File: config.mk
export PLATFORM = sky130hd
export DESIGN_NAME = elgamal_modexp_engine_unit_flat
export DESIGN_NICKNAME = d
export VERILOG_FILES = /design/src/hdl/emee_pkg.sv /design/src/hdl/emee_if.sv /design/src/hdl/elgamal_modexp_engine_unit.sv /design/src/flat_wrapper.sv
export SDC_FILE = /design/constraint.sdc
export NUM_CORES = 1
export LEC_CHECK = 0
export BUFFER_PORTS_ARGS = -buffer_cell sky130_fd_sc_hd__buf_2
export CORE_MARGIN = 1.5
export CORE_UTILIZATION = 50
export CTS_CLUSTER_SIZE = 40
export DETAILED_ROUTE_END_ITERATION = 6
export HOLD_SLACK_MARGIN = 0.1
export PLACE_DENSITY = 0.68
export SETUP_SLACK_MARGIN = 0.4
export SLEW_MARGIN = 20
export SYNTH_ARGS = -nofsm -noshare
export SYNTH_HDL_FRONTEND = slang
export SYNTH_SLANG_ARGS = --single-unit
export TNS_END_PERCENT = 5
File: constraint.sdc
create_clock -name i_clk -period 10.7 [get_ports i_clk]
set_input_delay 0.535 -clock i_clk [delete_from_list [all_inputs] [get_ports i_clk]]
set_output_delay 0.535 -clock i_clk [all_outputs]
set_load 0.02 [all_outputs]
File: src/hdl/emee_pkg.sv
package emee_pkg;

    localparam int ACTION_W  = 2;
    localparam int CFG_IDX_W = 2;

    // action codes
    localparam logic [ACTION_W-1:0] ACT_DERIVE  = 2'd0;
    localparam logic [ACTION_W-1:0] ACT_ENCRYPT = 2'd1;
    localparam logic [ACTION_W-1:0] ACT_DECRYPT = 2'd2;

    // configuration register indexes
    localparam logic [CFG_IDX_W-1:0] REG_MODULUS   = 2'd0;
    localparam logic [CFG_IDX_W-1:0] REG_GENERATOR = 2'd1;
    localparam logic [CFG_IDX_W-1:0] REG_PRIVATE   = 2'd2;
    localparam logic [CFG_IDX_W-1:0] REG_PEER      = 2'd3;

endpackage

File: src/hdl/emee_if.sv
interface emee_in_if #(
    parameter int WIDTH = 32
);
    logic                          valid;
    logic                          ready;
    logic [emee_pkg::ACTION_W-1:0] action;
    logic [WIDTH-1:0]              message;
    logic [WIDTH-1:0]              ephemeral_exponent;
    logic [WIDTH-1:0]              cipher_first;
    logic [WIDTH-1:0]              cipher_second;

    modport source (
        output valid, action, message, ephemeral_exponent, cipher_first, cipher_second,
        input  ready
    );
    modport sink (
        input  valid, action, message, ephemeral_exponent, cipher_first, cipher_second,
        output ready
    );
endinterface

interface emee_out_if #(
    parameter int WIDTH = 32
);
    logic             valid;
    logic             ready;
    logic [WIDTH-1:0] first_value;
    logic [WIDTH-1:0] second_value;

    modport source (
        output valid, first_value, second_value,
        input  ready
    );
    modport sink (
        input  valid, first_value, second_value,
        output ready
    );
endinterface

interface emee_cfg_if #(
    parameter int WIDTH = 32
);
    logic                           valid;
    logic                           ready;
    logic [emee_pkg::CFG_IDX_W-1:0] index;
    logic [WIDTH-1:0]               data;

    modport source (
        output valid, index, data,
        input  ready
    );
    modport sink (
        input  valid, index, data,
        output ready
    );
endinterface

File: src/hdl/elgamal_modexp_engine_unit.sv
// ElGamal engine: derive public key, encrypt, decrypt over a prime modulus.
// Channels:
//   i_cfg : register writes (modulus, generator, private key, peer public key),
//           always ready; write only while no request is in flight.
//   i_in  : one request word (action and operands); ready only when idle.
//   o_out : one result word per request (first_value, second_value).
// Every product runs through one shared modular multiplier that retires one
// multiplier bit per cycle. Exponentiation is right-to-left
// square-and-multiply, up to 2 products per exponent bit. Zero modulus or
// the unused action code answers zeros without using the multiplier. One
// request at a time.
// The result sits in an output register; while the receiver stalls the next
// request is still taken and computed, and then waits for the register.
// Reset: config returns to modulus 3, generator 2, private key 1, peer key 1;
// any request in flight and any pending result are dropped.
module elgamal_modexp_engine_unit #(
    parameter int WIDTH = 32
) (
    input  logic            i_clk,
    input  logic            i_rst_n,
    emee_cfg_if.sink        i_cfg,
    emee_in_if.sink         i_in,
    emee_out_if.source      o_out
);

    localparam int CNT_W = $clog2(WIDTH);

    typedef enum logic [8:0] {
        S_IDLE     = 9'b000000001,
        S_SQ_INIT  = 9'b000000010,
        S_POW_NEXT = 9'b000000100,
        S_POW_MUL  = 9'b000001000,
        S_POW_SQR  = 9'b000010000,
        S_POW_END  = 9'b000100000,
        S_FIN_RED  = 9'b001000000,
        S_FIN_MUL  = 9'b010000000,
        S_DONE     = 9'b100000000
    } t_state;

    t_state r_state, n_state;

    logic [WIDTH-1:0] r_m, r_g, r_priv, r_peer;
    logic [emee_pkg::ACTION_W-1:0] r_act, n_act;
    logic             r_phase, n_phase;
    logic [WIDTH-1:0] r_msg, n_msg, r_k, n_k, r_ce, n_ce;
    logic [WIDTH-1:0] r_exp, n_exp, r_acc, n_acc, r_sq, n_sq;
    logic [WIDTH-1:0] r_p, n_p, r_a, n_a, r_b, n_b;
    logic [CNT_W-1:0] r_cnt, n_cnt;
    logic [WIDTH-1:0] r_first, n_first, r_second, n_second;
    logic             r_ovalid, n_ovalid;
    logic [WIDTH-1:0] r_ofirst, n_ofirst, r_osecond, n_osecond;

    logic             in_acc;
    logic             mul_active, mul_done;
    logic [WIDTH-1:0] one_m, dec_exp;
    logic [WIDTH:0]   mw, p2, p2_sub, s, s_sub;
    logic [WIDTH-1:0] d, mul_res;

    assign i_cfg.ready = 1'b1;
    assign i_in.ready  = (r_state == S_IDLE);
    assign in_acc      = i_in.valid && i_in.ready;

    assign o_out.valid        = r_ovalid;
    assign o_out.first_value  = r_ofirst;
    assign o_out.second_value = r_osecond;

    // 1 mod m: zero only when m is one
    assign one_m   = {{(WIDTH-1){1'b0}}, (r_m != {{(WIDTH-1){1'b0}}, 1'b1})};
    assign dec_exp = r_m - {{(WIDTH-1){1'b0}}, 1'b1} - r_priv;

    // one multiplier bit: p = 2p mod m, then p = p + a mod m if the bit is set
    assign mw      = {1'b0, r_m};
    assign p2      = {r_p, 1'b0};
    assign p2_sub  = p2 - mw;
    assign d       = (p2 >= mw) ? p2_sub[WIDTH-1:0] : p2[WIDTH-1:0];
    assign s       = {1'b0, d} + {1'b0, r_a};
    assign s_sub   = s - mw;
    assign mul_res = r_b[WIDTH-1] ? ((s >= mw) ? s_sub[WIDTH-1:0] : s[WIDTH-1:0]) : d;

    assign mul_active = (r_state == S_SQ_INIT) || (r_state == S_POW_MUL) ||
                        (r_state == S_POW_SQR) || (r_state == S_FIN_RED) ||
                        (r_state == S_FIN_MUL);
    assign mul_done   = mul_active && (r_cnt == CNT_W'(WIDTH - 1));

    always_comb begin
        n_state   = r_state;
        n_act     = r_act;
        n_phase   = r_phase;
        n_msg     = r_msg;
        n_k       = r_k;
        n_ce      = r_ce;
        n_exp     = r_exp;
        n_acc     = r_acc;
        n_sq      = r_sq;
        n_p       = r_p;
        n_a       = r_a;
        n_b       = r_b;
        n_cnt     = r_cnt;
        n_first   = r_first;
        n_second  = r_second;
        n_ovalid  = r_ovalid;
        n_ofirst  = r_ofirst;
        n_osecond = r_osecond;

        if (r_ovalid && o_out.ready) begin
            n_ovalid = 1'b0;
        end

        if (mul_active) begin
            n_p   = mul_res;
            n_b   = {r_b[WIDTH-2:0], 1'b0};
            n_cnt = r_cnt + CNT_W'(1);
        end

        unique case (r_state)
            S_IDLE: begin
                if (in_acc) begin
                    n_act    = i_in.action;
                    n_msg    = i_in.message;
                    n_k      = i_in.ephemeral_exponent;
                    n_ce     = i_in.cipher_second;
                    n_phase  = 1'b0;
                    n_first  = '0;
                    n_second = '0;
                    n_acc    = one_m;
                    n_a      = one_m;
                    n_p      = '0;
                    n_cnt    = '0;
                    n_b      = (i_in.action == emee_pkg::ACT_DECRYPT) ? i_in.cipher_first : r_g;
                    priority if (i_in.action == emee_pkg::ACT_DERIVE) begin
                        n_exp = r_priv;
                    end else if (i_in.action == emee_pkg::ACT_ENCRYPT) begin
                        n_exp = i_in.ephemeral_exponent;
                    end else begin
                        n_exp = dec_exp;
                    end
                    if (r_m == '0 || (i_in.action != emee_pkg::ACT_DERIVE &&
                                      i_in.action != emee_pkg::ACT_ENCRYPT &&
                                      i_in.action != emee_pkg::ACT_DECRYPT)) begin
                        n_state = S_DONE;
                    end else begin
                        n_state = S_SQ_INIT;
                    end
                end
            end
            S_SQ_INIT: begin
                if (mul_done) begin
                    n_sq    = mul_res;
                    n_state = S_POW_NEXT;
                end
            end
            S_POW_NEXT: begin
                n_p   = '0;
                n_cnt = '0;
                priority if (r_exp == '0) begin
                    n_state = S_POW_END;
                end else if (r_exp[0]) begin
                    n_a     = r_acc;
                    n_b     = r_sq;
                    n_state = S_POW_MUL;
                end else begin
                    n_a     = r_sq;
                    n_b     = r_sq;
                    n_state = S_POW_SQR;
                end
            end
            S_POW_MUL: begin
                if (mul_done) begin
                    n_acc = mul_res;
                    if (r_exp[WIDTH-1:1] == '0) begin
                        n_state = S_POW_END;
                    end else begin
                        n_a     = r_sq;
                        n_b     = r_sq;
                        n_p     = '0;
                        n_cnt   = '0;
                        n_state = S_POW_SQR;
                    end
                end
            end
            S_POW_SQR: begin
                if (mul_done) begin
                    n_sq    = mul_res;
                    n_exp   = {1'b0, r_exp[WIDTH-1:1]};
                    n_state = S_POW_NEXT;
                end
            end
            S_POW_END: begin
                n_p   = '0;
                n_cnt = '0;
                n_a   = one_m;
                priority if (r_act == emee_pkg::ACT_DERIVE) begin
                    n_first = r_acc;
                    n_state = S_DONE;
                end else if (r_act == emee_pkg::ACT_ENCRYPT && !r_phase) begin
                    // second power: peer key ^ k
                    n_first = r_acc;
                    n_phase = 1'b1;
                    n_exp   = r_k;
                    n_acc   = one_m;
                    n_b     = r_peer;
                    n_state = S_SQ_INIT;
                end else if (r_act == emee_pkg::ACT_ENCRYPT) begin
                    n_b     = r_msg;
                    n_state = S_FIN_RED;
                end else begin
                    n_b     = r_ce;
                    n_state = S_FIN_RED;
                end
            end
            S_FIN_RED: begin
                if (mul_done) begin
                    n_a     = mul_res;
                    n_b     = r_acc;
                    n_p     = '0;
                    n_cnt   = '0;
                    n_state = S_FIN_MUL;
                end
            end
            S_FIN_MUL: begin
                if (mul_done) begin
                    if (r_act == emee_pkg::ACT_ENCRYPT) begin
                        n_second = mul_res;
                    end else begin
                        n_first = mul_res;
                    end
                    n_state = S_DONE;
                end
            end
            S_DONE: begin
                if (!r_ovalid || o_out.ready) begin
                    n_ovalid  = 1'b1;
                    n_ofirst  = r_first;
                    n_osecond = r_second;
                    n_state   = S_IDLE;
                end
            end
            default: begin
                n_state = S_IDLE;
            end
        endcase
    end

    always_ff @(posedge i_clk) begin
        if (!i_rst_n) begin
            r_state  <= S_IDLE;
            r_ovalid <= 1'b0;
            r_m      <= WIDTH'(3);
            r_g      <= WIDTH'(2);
            r_priv   <= WIDTH'(1);
            r_peer   <= WIDTH'(1);
        end else begin
            r_state  <= n_state;
            r_ovalid <= n_ovalid;
            if (i_cfg.valid && i_cfg.ready) begin
                unique case (i_cfg.index)
                    emee_pkg::REG_MODULUS:   r_m    <= i_cfg.data;
                    emee_pkg::REG_GENERATOR: r_g    <= i_cfg.data;
                    emee_pkg::REG_PRIVATE:   r_priv <= i_cfg.data;
                    emee_pkg::REG_PEER:      r_peer <= i_cfg.data;
                    default: ;
                endcase
            end
        end
    end

    always_ff @(posedge i_clk) begin
        r_act     <= n_act;
        r_phase   <= n_phase;
        r_msg     <= n_msg;
        r_k       <= n_k;
        r_ce      <= n_ce;
        r_exp     <= n_exp;
        r_acc     <= n_acc;
        r_sq      <= n_sq;
        r_p       <= n_p;
        r_a       <= n_a;
        r_b       <= n_b;
        r_cnt     <= n_cnt;
        r_first   <= n_first;
        r_second  <= n_second;
        r_ofirst  <= n_ofirst;
        r_osecond <= n_osecond;
    end

    // accepted word goes straight to work or to the zero answer
    a_accept_start: assert property (@(posedge i_clk) disable iff (!i_rst_n)
        in_acc |=> (r_state == S_SQ_INIT || r_state == S_DONE))
        else $error("request accepted but sequencer did not start");

    // finished result reaches the output register once it is free
    a_done_drains: assert property (@(posedge i_clk) disable iff (!i_rst_n)
        (r_state == S_DONE && (!r_ovalid || o_out.ready)) |=> (r_ovalid && r_state == S_IDLE))
        else $error("finished result not moved to output");

    // output valid only rises out of the done state
    a_valid_source: assert property (@(posedge i_clk) disable iff (!i_rst_n)
        $rose(r_ovalid) |-> $past(r_state == S_DONE))
        else $error("output valid raised outside done state");

endmodule
File: src/flat_wrapper.sv
// flat-port wrapper written by rule: the top's interface ports become plain ports
module elgamal_modexp_engine_unit_flat 
#(
    parameter int WIDTH = 32
)
  (i_clk, i_rst_n, i_cfg_valid, i_cfg_index, i_cfg_data, i_cfg_ready, i_in_valid, i_in_action, i_in_message, i_in_ephemeral_exponent, i_in_cipher_first, i_in_cipher_second, i_in_ready, o_out_valid, o_out_first_value, o_out_second_value, o_out_ready);
  emee_cfg_if #(.WIDTH(WIDTH)) i_cfg_i ();
  emee_in_if #(.WIDTH(WIDTH)) i_in_i ();
  emee_out_if #(.WIDTH(WIDTH)) o_out_i ();
  input  logic i_clk;
  input  logic i_rst_n;
  input wire logic [$bits(i_cfg_i.valid)-1:0] i_cfg_valid;
  input wire logic [$bits(i_cfg_i.index)-1:0] i_cfg_index;
  input wire logic [$bits(i_cfg_i.data)-1:0] i_cfg_data;
  output wire logic [$bits(i_cfg_i.ready)-1:0] i_cfg_ready;
  input wire logic [$bits(i_in_i.valid)-1:0] i_in_valid;
  input wire logic [$bits(i_in_i.action)-1:0] i_in_action;
  input wire logic [$bits(i_in_i.message)-1:0] i_in_message;
  input wire logic [$bits(i_in_i.ephemeral_exponent)-1:0] i_in_ephemeral_exponent;
  input wire logic [$bits(i_in_i.cipher_first)-1:0] i_in_cipher_first;
  input wire logic [$bits(i_in_i.cipher_second)-1:0] i_in_cipher_second;
  output wire logic [$bits(i_in_i.ready)-1:0] i_in_ready;
  output wire logic [$bits(o_out_i.valid)-1:0] o_out_valid;
  output wire logic [$bits(o_out_i.first_value)-1:0] o_out_first_value;
  output wire logic [$bits(o_out_i.second_value)-1:0] o_out_second_value;
  input wire logic [$bits(o_out_i.ready)-1:0] o_out_ready;
  assign i_cfg_i.valid = i_cfg_valid;
  assign i_cfg_i.index = i_cfg_index;
  assign i_cfg_i.data = i_cfg_data;
  assign i_cfg_ready = i_cfg_i.ready;
  assign i_in_i.valid = i_in_valid;
  assign i_in_i.action = i_in_action;
  assign i_in_i.message = i_in_message;
  assign i_in_i.ephemeral_exponent = i_in_ephemeral_exponent;
  assign i_in_i.cipher_first = i_in_cipher_first;
  assign i_in_i.cipher_second = i_in_cipher_second;
  assign i_in_ready = i_in_i.ready;
  assign o_out_valid = o_out_i.valid;
  assign o_out_first_value = o_out_i.first_value;
  assign o_out_second_value = o_out_i.second_value;
  assign o_out_i.ready = o_out_ready;
  elgamal_modexp_engine_unit #(.WIDTH(WIDTH)) u_core (.i_clk(i_clk), .i_rst_n(i_rst_n), .i_cfg(i_cfg_i), .i_in(i_in_i), .o_out(o_out_i));
endmodule
==> results.ini <==
[run]
cap_viol_max_count = 0

[yosys]
async_flop_share_pct = 0
synthCells = 3214
avgSynthCellArea_um2 = 9.644
synth_seq_cells = 562
syn-cell-area_mm2 = 0.03100
synth_edf_count = 355
synth_flop_cell = edfxtp_1
yosys_warnings = 0
ys_seq_area_share_pct = 47.76
synth_nets = 3516
synth_cell_type_count = 87

[status]
status = complete, but fails checks
violations = design-rule violations

[global_route]
grt_use_total_pct = 34.77
overflow = 0
grt_max_degree = 93
antenna_found_initial = 2
grt_pass1_vias = 25760
grt_first_pass_wirelength_um = 164100

[routing]
post_drt_wl_per_cell_um = 26.17
first_pass_iters = 7
drt_iter0_drc = 2899
drc = 1
antenna_left = 0
drt-vias-per-instance = 6.246
vias = 26940
wl_um = 112900

[cells_and_area]
post-route-util_pct = 58.32
syn2layout_area_growth_pct = 15.69
fin_nets = 3774
layout-drive-gt1-share_pct = 13.54
nFillCells = 5362

[critical_path]
crit_arrival_ns = 9.86
start_kind = register
worstPathRequired_ns = 11.09
worstPathMaxFanout = 23
endpoint_kind = register
slowest_delay_ns = 0.71
crit_type = register to register
critPathSlowestCell = a2111oi_0

[floorplan]
core_area_mm2 = 0.06148
initial_core_util_pct = 50.41
die_h_um = 252.0
io_pins = 236
die_w_um = 252.0
die_area_mm2 = 0.06349
rows = 91

[sta]
period_share_pct = 88.44
max-slew-margin-rel_pct = 22.40
rsz0062_at_grt = no
period_minus_slack_ns = 9.463
finClkSkew_ns = 0.04648
fmax_ghz = 0.1057
fin_tns_setup_ns = 0
tightest_slew_ns = 1.164
hold_violations = 0
slew_violations = 0
setup_viol = 0

[placement]
dp_hpwl_um = 82050
place.gp.congestion = 0.9988
place.port_buffers = 234

[clocking]
cts-htree-levels = 2
clock-sinks = 562
cts-root-buf = clkbuf_16
cts_made_buffers = 58
clock_latency_ns = 0.66
cts_tree = yes
path_clk_slew_ns = 0.06
cts_buffer_depth = 3

[min_path]
hold_path.class = input pin to register

[stage by stage]
step | hold WS, ns | cells | instance area (um^2) | setup slack (ns)
floorplan | 0.4003 | 3214 | 31000 | 3.294
global placement | 0.4005 | 4102 | 32880 | 1.394
detailed placement | 0.4045 | 4103 | 32890 | 1.117
CTS | 0.1060 | 4308 | 35820 | 1.083
global route | 0.1150 | 4312 | 35860 | 0.7227
finish | 0.1224 | 4313 | 35860 | 1.237
[layer usage]
layer | track usage (%) | vias to the layer above | wire length [um]
li1 | - | 12270 | -
met1 | 46.33 | 13030 | 44930
met2 | 54.46 | 1405 | 51020
met3 | 6.469 | 237 | 10650
met4 | 17.18 | 4 | 6230
met5 | 0 | - | 23
[cells by family after synthesis]
logic type                 synth area share, %
and+or+nand+nor                          14.15
AOI/OAI and AO/OA                        20.39
DFF                                      47.76
buffers and inverters                    4.259
muxes                                    5.082
adders and majority gates                5.466
xor gates and xnor gates                 2.882
other                                  0.01210
[area by class of cell]
type / instances / area (um^2) / share of cell area, %
Clock buffer: 81 / 1599 / 4.459
Sequential cell: 562 / 14810 / 41.29
Multi-Input combinational cell: 2314 / 15000 / 41.82
Timing Repair Buffer: 376 / 2487 / 6.937
Antenna cell: 1 / 2.502 / 0.006978
Inverter: 160 / 603.1 / 1.682
Tap cell: 790 / 988.4 / 2.756
Clock inverter: 29 / 376.6 / 1.050
[repair_timing]
| action | 4_1_cts | 5_1_grt |
|---|---|---|
| resized for setup | 0 | 1 |
| buffers inserted | 0 | 3 |
| hold endpoints to repair | 95 | 0 |
| setup endpoints to repair | 0 | 22 |
| hold buffers | 95 | 0 |
[path summary, 6_finish.rpt]
path | startpoint | to | slack, ns | cells after the start
worst max-delay path | u_core.r_m[21]$_SDFFE_PN0P_ | u_core.r_a[14]$_DFFE_PP_ | 1.24 | 28
worst min register to register | u_core.r_first[3]$_DFFE_PP_ | u_core.o_out.first_value[3]$_DFFE_PP_ | 0.41 | 0
worst min-delay path | i_in_ephemeral_exponent[29] | u_core.r_k[29]$_DFFE_PP_ | 0.12 | 1
worst max register to register | u_core.r_m[21]$_SDFFE_PN0P_ | u_core.r_a[14]$_DFFE_PP_ | 1.24 | 28
[placed cells by master, fill, tap and decap left out, types with 28 or more instances in the layout]
| master | instances |
|---|---|
| nand2_1 | 543 |
| edfxtp_1 | 355 |
| buf_2 | 234 |
| dfxtp_1 | 206 |
| nor2_1 | 199 |
| a21oi_1 | 166 |
| inv_1 | 156 |
| o21ai_0 | 141 |
| ha_1 | 129 |
| a21boi_0 | 127 |
| dlygate4sd3_1 | 95 |
| mux2i_1 | 92 |
| o22ai_1 | 74 |
| a21o_1 | 70 |
| xnor2_1 | 64 |
| clkbuf_16 | 59 |
| a221oi_1 | 51 |
| mux2_2 | 51 |
| buf_4 | 45 |
| a22oi_1 | 44 |
| a211oi_1 | 41 |
| xor2_1 | 38 |
| nand3_1 | 37 |
| nand4_1 | 30 |
| nor3_1 | 28 |
[critical path, delay by kind of cell, from the launching register on]
family,cells,cell delay (ns)
adder cells (fa/ha/maj),3,1.33
XOR/XNOR,1,0.23
AND/OR/NAND/NOR,4,1.26
buffers and inverters,4,0.95
AO/OA/AOI/OAI,13,3.58
flip-flops,1,0.47
multiplexers,3,1.36
[synth_stat cells (42+ instances only)]
cell,instances,area [um^2]
a21oi_1,167,835.8
a221oi_1,51,446.7
o21ai_0,141,705.7
a22oi_1,44,330.3
a211oi_1,42,315.3
dfxtp_1,207,4144
o22ai_1,74,462.9
mux2_2,51,574.3
nand2_1,544,2042
edfxtp_1,355,10660
inv_1,157,589.3
mux2i_1,92,920.9
clkbuf_1,152,570.6
a21boi_0,127,953.4
nor2_1,205,769.5
ha_1,129,1614
xnor2_1,64,560.5
a21o_1,70,525.5
Power is left out: the tool's default activity adds up to more than one toggle a clock period on the data nets, which glitch-free logic cannot reach.
